$ cat src/hdl/cdd_pkg.sv
// Shared types, calendar tables and the divide-by-25 helper for the date difference block.
package cdd_pkg;

  localparam int unsigned DayW   = 5;
  localparam int unsigned MonthW = 4;
  localparam int unsigned YearW  = 14;
  localparam int unsigned ShiftW = YearW + 1;  // year shifted by 400, March-based
  localparam int unsigned QuotW  = 8;          // year / 100 at the widest input
  localparam int unsigned Q400W  = 6;          // shifted year / 400
  localparam int unsigned NumW   = 23;         // day number and signed difference
  localparam int unsigned DivInW = 13;
  localparam int unsigned ProdW  = 24;

  localparam logic [YearW-1:0]  YearLimit   = YearW'(9999);
  localparam logic [MonthW-1:0] MonthFeb    = MonthW'(2);
  localparam logic [MonthW-1:0] MonthDec    = MonthW'(12);
  localparam logic [ShiftW-1:0] YearShift   = ShiftW'(400);
  localparam logic [ProdW-1:0]  Recip25     = ProdW'(1311);  // 2^15 / 25, rounded up
  localparam logic [NumW-1:0]   DaysPerYear = NumW'(365);

  // Stage 1 result for one date: raw fields plus the quotients needed later.
  typedef struct packed {
    logic [DayW-1:0]   day;
    logic [MonthW-1:0] month;
    logic [YearW-1:0]  year;
    logic [ShiftW-1:0] yy;         // year + 400, minus one for January and February
    logic [QuotW-1:0]  year_c100;  // year / 100
    logic [QuotW-1:0]  yy_c100;    // yy / 100
    logic [Q400W-1:0]  yy_c400;    // yy / 400
  } prep_t;

  // Stage 2 result for one date.
  typedef struct packed {
    logic [NumW-1:0] num;
    logic            ok;
  } daynum_t;

  // floor(x / 25) for x below 4200, by reciprocal multiply.
  function automatic logic [QuotW-1:0] div25(input logic [DivInW-1:0] x);
    logic [ProdW-1:0] prod;
    prod = ProdW'(x) * Recip25;
    return prod[22:15];
  endfunction

  // Days in a month of a common year; zero for codes that are no month.
  function automatic logic [DayW-1:0] month_len(input logic [MonthW-1:0] m);
    case (m)
      4'd1, 4'd3, 4'd5, 4'd7, 4'd8, 4'd10, 4'd12: return DayW'(31);
      4'd4, 4'd6, 4'd9, 4'd11:                    return DayW'(30);
      4'd2:                                       return DayW'(28);
      default:                                    return DayW'(0);
    endcase
  endfunction

  // Days before the first of the month in a year that starts in March.
  function automatic logic [8:0] month_offset(input logic [MonthW-1:0] m);
    case (m)
      4'd3:    return 9'd0;
      4'd4:    return 9'd31;
      4'd5:    return 9'd61;
      4'd6:    return 9'd92;
      4'd7:    return 9'd122;
      4'd8:    return 9'd153;
      4'd9:    return 9'd184;
      4'd10:   return 9'd214;
      4'd11:   return 9'd245;
      4'd12:   return 9'd275;
      4'd1:    return 9'd306;
      4'd2:    return 9'd337;
      default: return 9'd0;
    endcase
  endfunction

endpackage

$ cat src/hdl/cdd_prep.sv
// First pipeline stage logic: shifted year and the century quotients of one date.
module cdd_prep (
  input  logic [cdd_pkg::DayW-1:0]   day,
  input  logic [cdd_pkg::MonthW-1:0] month,
  input  logic [cdd_pkg::YearW-1:0]  year,
  output cdd_pkg::prep_t             prep
);

  logic [cdd_pkg::ShiftW-1:0] yy;
  logic [cdd_pkg::QuotW-1:0]  q400_full;

  // January and February count as the end of the previous year.
  assign yy = cdd_pkg::ShiftW'(year) + cdd_pkg::YearShift
            - ((month <= cdd_pkg::MonthFeb) ? cdd_pkg::ShiftW'(1) : cdd_pkg::ShiftW'(0));

  assign q400_full = cdd_pkg::div25(cdd_pkg::DivInW'(yy >> 4));

  always_comb begin
    prep.day       = day;
    prep.month     = month;
    prep.year      = year;
    prep.yy        = yy;
    prep.year_c100 = cdd_pkg::div25(cdd_pkg::DivInW'(year >> 2));
    prep.yy_c100   = cdd_pkg::div25(cdd_pkg::DivInW'(yy >> 2));
    prep.yy_c400   = q400_full[cdd_pkg::Q400W-1:0];
  end

endmodule

$ cat src/hdl/cdd_daynum.sv
// Second pipeline stage logic: date check and day number of one date.
module cdd_daynum (
  input  cdd_pkg::prep_t   prep,
  output cdd_pkg::daynum_t dn
);

  logic                      cent;
  logic                      leap;
  logic [cdd_pkg::DayW-1:0]  lim;
  logic [cdd_pkg::YearW-1:0] cent_years;

  // The year is a multiple of 100 when it equals 100 times its quotient.
  assign cent_years = cdd_pkg::YearW'(prep.year_c100) * cdd_pkg::YearW'(100);
  assign cent = (cent_years == prep.year);
  assign leap = cent ? (prep.year_c100[1:0] == 2'b00) : (prep.year[1:0] == 2'b00);

  assign lim = (prep.month == cdd_pkg::MonthFeb)
             ? (leap ? cdd_pkg::DayW'(29) : cdd_pkg::DayW'(28))
             : cdd_pkg::month_len(prep.month);

  always_comb begin
    dn.ok = (prep.month != '0) && (prep.month <= cdd_pkg::MonthDec)
         && (prep.year <= cdd_pkg::YearLimit) && (prep.day != '0) && (prep.day <= lim);
    dn.num = cdd_pkg::DaysPerYear * cdd_pkg::NumW'(prep.yy)
           + cdd_pkg::NumW'(prep.yy >> 2)
           - cdd_pkg::NumW'(prep.yy_c100)
           + cdd_pkg::NumW'(prep.yy_c400)
           + cdd_pkg::NumW'(cdd_pkg::month_offset(prep.month))
           + cdd_pkg::NumW'(prep.day) - cdd_pkg::NumW'(1);
  end

endmodule

$ cat src/hdl/calendar_date_difference.sv
// Top level of the Gregorian date difference pipeline.
//
// Usage: present two dates and the include-end-day flag on the in_ ports
// with in_valid high; the request is taken at a rising edge where in_valid
// is high and in_stall is low. Each request yields exactly one result on
// the out_ ports: the signed day count from the first date to the second
// (two's complement, 23 bits) and invalid_date, which is set, with a zero
// count, when either date is out of range.
// Requests pass the register stages in order to out_valid. Throughput: one
// request per cycle while out_stall is low, set by the three register
// stages (century quotients, day numbers, subtract and sign), each of which
// takes a new request every cycle when the stage after it moves or is empty.
// Reset (rst_n low at a clock edge) empties every stage; no result is lost
// or invented across it beyond dropping the requests in flight.
// Stall: when out_stall is high the result holds on the out_ ports. Stages
// behind it keep filling bubbles, so in_stall rises only once all three
// stages hold a request; in_stall follows out_stall combinationally.
module calendar_date_difference (
  input  logic                              clk,
  input  logic                              rst_n,
  input  logic                              in_valid,
  output logic                              in_stall,
  input  logic [cdd_pkg::DayW-1:0]          in_first_day,
  input  logic [cdd_pkg::MonthW-1:0]        in_first_month,
  input  logic [cdd_pkg::YearW-1:0]         in_first_year,
  input  logic [cdd_pkg::DayW-1:0]          in_second_day,
  input  logic [cdd_pkg::MonthW-1:0]        in_second_month,
  input  logic [cdd_pkg::YearW-1:0]         in_second_year,
  input  logic                              in_include_end_day,
  output logic                              out_valid,
  input  logic                              out_stall,
  output logic signed [cdd_pkg::NumW-1:0]   out_day_difference,
  output logic                              out_invalid_date
);

  // Stage registers: valid bits travel with their payload.
  logic             s1_v_r, s1_v_nxt;
  cdd_pkg::prep_t   s1_a_r, s1_b_r;
  logic             s1_inc_r;
  logic             s2_v_r, s2_v_nxt;
  cdd_pkg::daynum_t s2_a_r, s2_b_r;
  logic             s2_inc_r;
  logic             s3_v_r, s3_v_nxt;
  logic [cdd_pkg::NumW-1:0] s3_diff_r, s3_diff_nxt;
  logic             s3_bad_r, s3_bad_nxt;

  // A stage advances when it is empty or the stage after it advances.
  logic adv1, adv2, adv3;

  cdd_pkg::prep_t   prep_a, prep_b;
  cdd_pkg::daynum_t dn_a, dn_b;

  logic signed [cdd_pkg::NumW:0] delta;

  assign adv3 = !s3_v_r || !out_stall;
  assign adv2 = !s2_v_r || adv3;
  assign adv1 = !s1_v_r || adv2;
  assign in_stall = !adv1;

  cdd_prep u_prep_a (
    .day(in_first_day), .month(in_first_month), .year(in_first_year), .prep(prep_a)
  );
  cdd_prep u_prep_b (
    .day(in_second_day), .month(in_second_month), .year(in_second_year), .prep(prep_b)
  );

  cdd_daynum u_dn_a (.prep(s1_a_r), .dn(dn_a));
  cdd_daynum u_dn_b (.prep(s1_b_r), .dn(dn_b));

  // Valid bits: load from upstream when advancing, hold otherwise.
  always_comb begin
    s1_v_nxt = adv1 ? in_valid : s1_v_r;
    s2_v_nxt = adv2 ? s1_v_r   : s2_v_r;
    s3_v_nxt = adv3 ? s2_v_r   : s3_v_r;
  end

  // Equal dates take the negative path, so the flag subtracts there.
  always_comb begin
    delta = $signed({1'b0, s2_b_r.num}) - $signed({1'b0, s2_a_r.num});
    if (s2_a_r.num < s2_b_r.num) begin
      delta = delta + (cdd_pkg::NumW+1)'(s2_inc_r);
    end else begin
      delta = delta - (cdd_pkg::NumW+1)'(s2_inc_r);
    end
    s3_bad_nxt  = !(s2_a_r.ok && s2_b_r.ok);
    s3_diff_nxt = s3_bad_nxt ? '0 : delta[cdd_pkg::NumW-1:0];
  end

  always_ff @(posedge clk) begin
    if (!rst_n) begin
      s1_v_r <= 1'b0;
      s2_v_r <= 1'b0;
      s3_v_r <= 1'b0;
    end else begin
      s1_v_r <= s1_v_nxt;
      s2_v_r <= s2_v_nxt;
      s3_v_r <= s3_v_nxt;
    end
  end

  // Payload: capture only when the stage advances, so a stall repeats nothing.
  always_ff @(posedge clk) begin
    if (adv1) begin
      s1_a_r   <= prep_a;
      s1_b_r   <= prep_b;
      s1_inc_r <= in_include_end_day;
    end
    if (adv2) begin
      s2_a_r   <= dn_a;
      s2_b_r   <= dn_b;
      s2_inc_r <= s1_inc_r;
    end
    if (adv3) begin
      s3_diff_r <= s3_diff_nxt;
      s3_bad_r  <= s3_bad_nxt;
    end
  end

  assign out_valid          = s3_v_r;
  assign out_day_difference = $signed(s3_diff_r);
  assign out_invalid_date   = s3_bad_r;

endmodule
$ cat config.mk
export PLATFORM = sky130hd
export DESIGN_NAME = calendar_date_difference
export DESIGN_NICKNAME = d
export VERILOG_FILES = /design/src/hdl/cdd_pkg.sv /design/src/hdl/cdd_prep.sv /design/src/hdl/cdd_daynum.sv /design/src/hdl/calendar_date_difference.sv
export SDC_FILE = /design/constraint.sdc
export NUM_CORES = 2
export LEC_CHECK = 0
export BUFFER_PORTS_ARGS = -buffer_cell sky130_fd_sc_hd__buf_4
export CAP_MARGIN = 20
export CORE_ASPECT_RATIO = 0.9
export CORE_MARGIN = 8
export CORE_UTILIZATION = 44
export DETAILED_ROUTE_END_ITERATION = 16
export GPL_ROUTABILITY_DRIVEN = 0
export PLACE_DENSITY_LB_ADDON = 0.3
export SETUP_SLACK_MARGIN = 0.05
export SYNTH_ARGS = -nofsm -noshare
export SYNTH_HDL_FRONTEND = slang
export SYNTH_HIERARCHICAL = 1
export SYNTH_SLANG_ARGS = --single-unit
$ cat constraint.sdc
create_clock -name clk -period 13.8 [get_ports clk]
set_input_delay 2.07 -clock clk [delete_from_list [all_inputs] [get_ports clk]]
set_output_delay 2.07 -clock clk [all_outputs]
set_load 0.005 [all_outputs]
-- Word level (Yosys, flattened, before mapping)
Memories as Yosys holds them, arrays and structs flattened. A register that Yosys moved wholly into a read port is not among the register bits.
Cells that the tools add are included.
- register bits: 197
- memory bits (read-only): 448
- input port bits: 51
- output and inout bits: 26
- logic and storage cells: 110
- memories kept: 4
- memory list (memory ; words ; width ; rd ports ; clocked after memory_dff ; write ports ; RTL line ; RTL):
    (name not given) ; 16 ; 9 ; 1 ; 1 ; 0 ; cdd_pkg.sv:57 ; case (m)
    (name not given) ; 16 ; 9 ; 1 ; 1 ; 0 ; cdd_pkg.sv:57 ;
    (name not given) ; 16 ; 5 ; 1 ; 1 ; 0 ; cdd_pkg.sv:47 ; case (m)
    (name not given) ; 16 ; 5 ; 1 ; 1 ; 0 ; cdd_pkg.sv:47 ;
- $add $sub $neg: 19
- $mul: 10
- magnitude comparators: 9
- equality and inequality tests: 4
- mux-type cells: 13
- reductions and logical operators: 26
- operators with widths (cell ; count):
    23-bit by 13-bit adder with 23-bit output ; 2
    23-bit by 5-bit adder with 23-bit output ; 2
    23-bit by 6-bit adder with 23-bit output ; 2
    23-bit by 9-bit adder with 23-bit output ; 2
    12-bit by 11-bit multiplier with 23-bit output, second input constant ; 2
    13-bit by 11-bit multiplier with 23-bit output, second input constant ; 2
    9-bit by 15-bit multiplier with 23-bit output, first input constant ; 2
    23-bit by 1-bit subtractor with 23-bit output, second input constant ; 2
    23-bit by 8-bit subtractor with 23-bit output ; 2
    11-bit by 11-bit multiplier with 21-bit output, second input constant ; 2
    14-bit by 9-bit adder with 15-bit output, second input constant ; 2
    15-bit subtractor ; 2
    14-bit equality test ; 2
    14-bit less-or-equal comparator, second input constant ; 2
    8-bit by 5-bit multiplier with 12-bit output, second input constant ; 2
    23-bit by 1-bit adder with 23-bit output ; 1
    23-bit less-than comparator ; 1
    23-bit two-way mux ; 1
    23-bit by 1-bit subtractor with 23-bit output ; 1
    23-bit subtractor ; 1
    4-bit two-way mux ; 4
    5-bit less-or-equal comparator ; 2
    5-bit two-way mux ; 2
    5-bit nonzero test ; 2
    other kinds (9) ; 36

-- Longest topological paths before layout
- depth after elaboration: 7
- depth in mapped cells: 31
- depth with buffers taken out: 31

-- Modules after synthesis
The synthesis kept the hierarchy.
- by module, submodules not included (module ; instances ; cells an instance ; area an instance (µm²) ; sequential area each (µm²)):
    cdd_daynum ; 2 ; 629 ; 5880.6 ; 0.0
    calendar_date_difference ; 1 ; 538 ; 8313.0 ; 5885.6
    cdd_prep at u_prep_a ; 1 ; 758 ; 7146.9 ; 0.0
    cdd_prep at u_prep_b ; 1 ; 685 ; 6782.8 ; 0.0

-- Worst setup path after synthesis
OpenSTA, ideal clock, no wires.
- kind: input -> register
- start point: in in_second_month[0] (netlist bit)
- end point: reg s1_b_r[3] (netlist bit) (data pin)
- library setup time: 267 ps
- arrival time: 8635 ps
- required time: 13533 ps
- path slack: 4899 ps
- stages: 31
- buffers on the path: 0
- cells stage by stage: a211oi_1 ha_1 inv_1 ha_1 fa_1 a21oi_1 o21ai_0 a211o_1 a211oi_1 o21a_1 xnor2_1 inv_1 fa_1 inv_1 ha_1 inv_1 fa_1 inv_1 fa_1 inv_1 fa_1 inv_1 ha_1 a21o_1 a21o_1 a21o_1 a221oi_1 o21ai_0 a21oi_1 o21bai_1 xor2_1
- RTL lines (element ; RTL line ; RTL):
    start, declared ; calendar_date_difference.sv:27 ; input logic [cdd_pkg::MonthW-1:0] in_second_month,
    end signal, assigned ; calendar_date_difference.sv:105 ; s1_b_r <= prep_b;
    end, declared ; calendar_date_difference.sv:38 ; cdd_pkg::prep_t s1_a_r, s1_b_r;

==> impl_metrics.env <==
export IMPL_io_buffer_count=76
export IMPL_die_width_um=309
export IMPL_drtAntennaViolNets=0
export IMPL_crit_type="in2reg"
export IMPL_cp_max_fo=6
export IMPL_slowest_stage="a211oi_1"
export IMPL_worst_slew_pin_slew_ns=0.979
export IMPL_synth_top_area_cell="ha_1"
export IMPL_vias_per_cell=4.98
export IMPL_cts_buffers=17
export IMPL_clock_fmax_mhz=105
export IMPL_hold_viol=0
export IMPL_initial_utilization=0.445
export IMPL_cts_resized=0
export IMPL_ctsHoldBuffers=0
export IMPL_io_pins=77
export IMPL_synth_ff_type="edfxtp_1"
export IMPL_reg2reg_from="s1_b_r[53]"
export IMPL_stdcell_area_mm2=0.0362
export IMPL_clk_latency_ns=0.47
export IMPL_reg2reg_depth=17
export IMPL_max_cap_viol_count=0
export IMPL_grt_total_usage=0.161
export IMPL_critPathRequiredTime_ns=14.02
export IMPL_core_mm2=0.0764
export IMPL_yosysMostFrequentCell="ha_1"
export IMPL_hold_path_end="s2_inc_r"
export IMPL_route_detailed_drc=0
export IMPL_regToRegEndpoint="s2_b_r[22]"
export IMPL_async_flop_share=0
export IMPL_dr_pass1_iters=5
export IMPL_syn_area_mm2=0.0340
export IMPL_slew_viol_final=0
export IMPL_setup_tns_ns=0
export IMPL_cts_tree="done"
export IMPL_min_from="s1_inc_r"
export IMPL_cp_slowest_stage_delay_ns=0.54
export IMPL_cts_htree_levels=4
export IMPL_syn_avg_cell_area_um2=10.5
export IMPL_syn_nets=4465
export IMPL_critPathMostFrequentCell="inv_1"
export IMPL_overflow=0
export IMPL_hp_class="reg2reg"
export IMPL_dpl_hpwl_mm=58.3
export IMPL_nFillCells=7182
export IMPL_die_h_um=280
export IMPL_wirelength_mm=67.1
export IMPL_slew_limit_headroom=0.343
export IMPL_cts_root_buf="clkbuf_16"
export IMPL_antenna_found_initial=1
export IMPL_grt_start_max_net_pins=70
export IMPL_period_share=0.690
export IMPL_finalSetupViolCount=0
export IMPL_fin_cells=4328
export IMPL_hold_depth=0
export IMPL_synthTopCellsByCount="763 x ha_1, 744 x inv_1, 412 x fa_1, 194 x edfxtp_1, 128 x xnor2_1"
export IMPL_placed_area_mm2=0.0356
export IMPL_crit_arrival_ns=9.75
export IMPL_path_clk_slew_ns=0.08
export IMPL_clock_skew_ns=0.0151
export IMPL_synth_distinct_cells=95
export IMPL_core_rowCount=96
export IMPL_yosys_register_bits=197
export IMPL_synth_top_area_share=0.281
export IMPL_clk_path_buf_depth=2
export IMPL_ys_seq_area_frac=0.173
export IMPL_dieArea_mm2=0.0864
export IMPL_dp_cells=4294
export IMPL_syn_to_final_growth_pct=6.40
export IMPL_synth_edf_count=194
export IMPL_wl_per_cell_um=15.5
export IMPL_grt_pass1_wl_mm=114
export IMPL_synthTopCellsByArea="ha_1 28%, fa_1 24%, edfxtp_1 17%"
export IMPL_status="complete, no violations"
export IMPL_fin_crit_ns=9.52
export IMPL_cts_sinks=197
export IMPL_r2r_setup_slack_ns=7.68
export IMPL_ys_warn_count=6
export IMPL_postCtsSetupBuffers=0
export IMPL_cp_start_kind="input pin"
export IMPL_num_vias=21600
export IMPL_drive_above_1_share=0.0612
export IMPL_setup_worst_path_end_class="flop"
export IMPL_grt_pass1_vias=22600
export IMPL_netlist_instances=3239
export IMPL_rsz0062_at_grt="false"
export IMPL_finalNetCount=4511
export IMPL_drt_iter0_drc=970
[kinds of logic after synthesis]
family	Yosys count	synth area share
adder cells (fa/ha/maj)	1175	0.523
buffers and inverters	811	0.0947
AO/OA/AOI/OAI	465	0.0944
AND/OR/NAND/NOR	398	0.0620
flip-flops	197	0.173
XOR/XNOR	180	0.0471
multiplexers	13	0.00537
[worst max path at each step]
stage	slack (ns)	startpoint	cells past startpoint	end
2_1_floorplan	4.90	in_second_month[0]	31	s1_b_r[3]
3_3_place_gp	3.78	in_second_month[0]	31	s1_b_r[3]
3_5_place_dp	3.68	in_second_month[0]	31	s1_b_r[3]
4_1_cts	4.20	in_second_month[0]	31	s1_b_r[3]
5_1_grt	3.76	in_second_month[0]	31	s1_b_r[3]
6_report	4.28	in_second_month[0]	31	s1_b_r[3]
[flip-flops by register name, summed over array words and instances, names as in the netlist]
name	count
out_day_difference	23
out_invalid_date	1
out_valid	1
s1_a_r	60
s1_b_r	60
s1_inc_r	1
s1_v_r	1
s2_a_r	24
s2_b_r	24
s2_inc_r	1
s2_v_r	1
[routing by layer]
layer | global-route usage | vias up | share of wire
met5 | 0 | - | 0
met4 | 0.0242 | 0 | 0.0085
met3 | 0.0232 | 38 | 0.037
met2 | 0.246 | 252 | 0.43
met1 | 0.245 | 10400 | 0.53
li1 | - | 10900 | -
[worst max-delay path, delay by kind of cell]
family / cells / cell delay [ns]
XOR/XNOR: 2 / 0.52
buffers and inverters: 8 / 0.76
AO/OA/AOI/OAI: 12 / 3.10
adder cells (fa/ha/maj): 9 / 3.31
[stage by stage]
stage / hold slack [ns] / utilization / setup WS (ns)
global placement: 0.415 / 0.466 / 3.78
finish: 0.427 / 0.474 / 4.28
detailed placement: 0.409 / 0.466 / 3.68
CTS: 0.429 / 0.473 / 4.20
floorplan: 0.400 / - / 4.90
global route: 0.429 / 0.474 / 3.76
[placed cells by master, fill, tap and decap left out, types with 39 or more instances in the layout]
cell / netlist / final
a21o_1: 40 / 40
nand3_1: 39 / 39
nor2_1: 95 / 95
fa_1: 412 / 412
inv_1: 744 / 743
o21ai_0: 62 / 62
xnor2_1: 128 / 128
edfxtp_1: 194 / 194
xor2_1: 50 / 49
buf_4: 46 / 92
ha_1: 763 / 763
nand2_1: 76 / 75
a21oi_1: 123 / 123
[layout make-up]
| cell class | instances | area, µm² | share of cell area |
|---|---|---|---|
| clock inverters | 15 | 159 | 0.00439 |
| multi-input cells | 2231 | 24900 | 0.689 |
| clock buffers | 17 | 425 | 0.0118 |
| repair buffers | 93 | 711 | 0.0196 |
| diodes | 1 | 2.50 | 0.0000692 |
| flip-flops and latches | 197 | 5890 | 0.163 |
| inverters | 745 | 2800 | 0.0773 |
| well taps | 1029 | 1290 | 0.0356 |
Power is left out: the tool's default activity adds up to more than one toggle a clock period on the data nets, which glitch-free logic cannot reach.
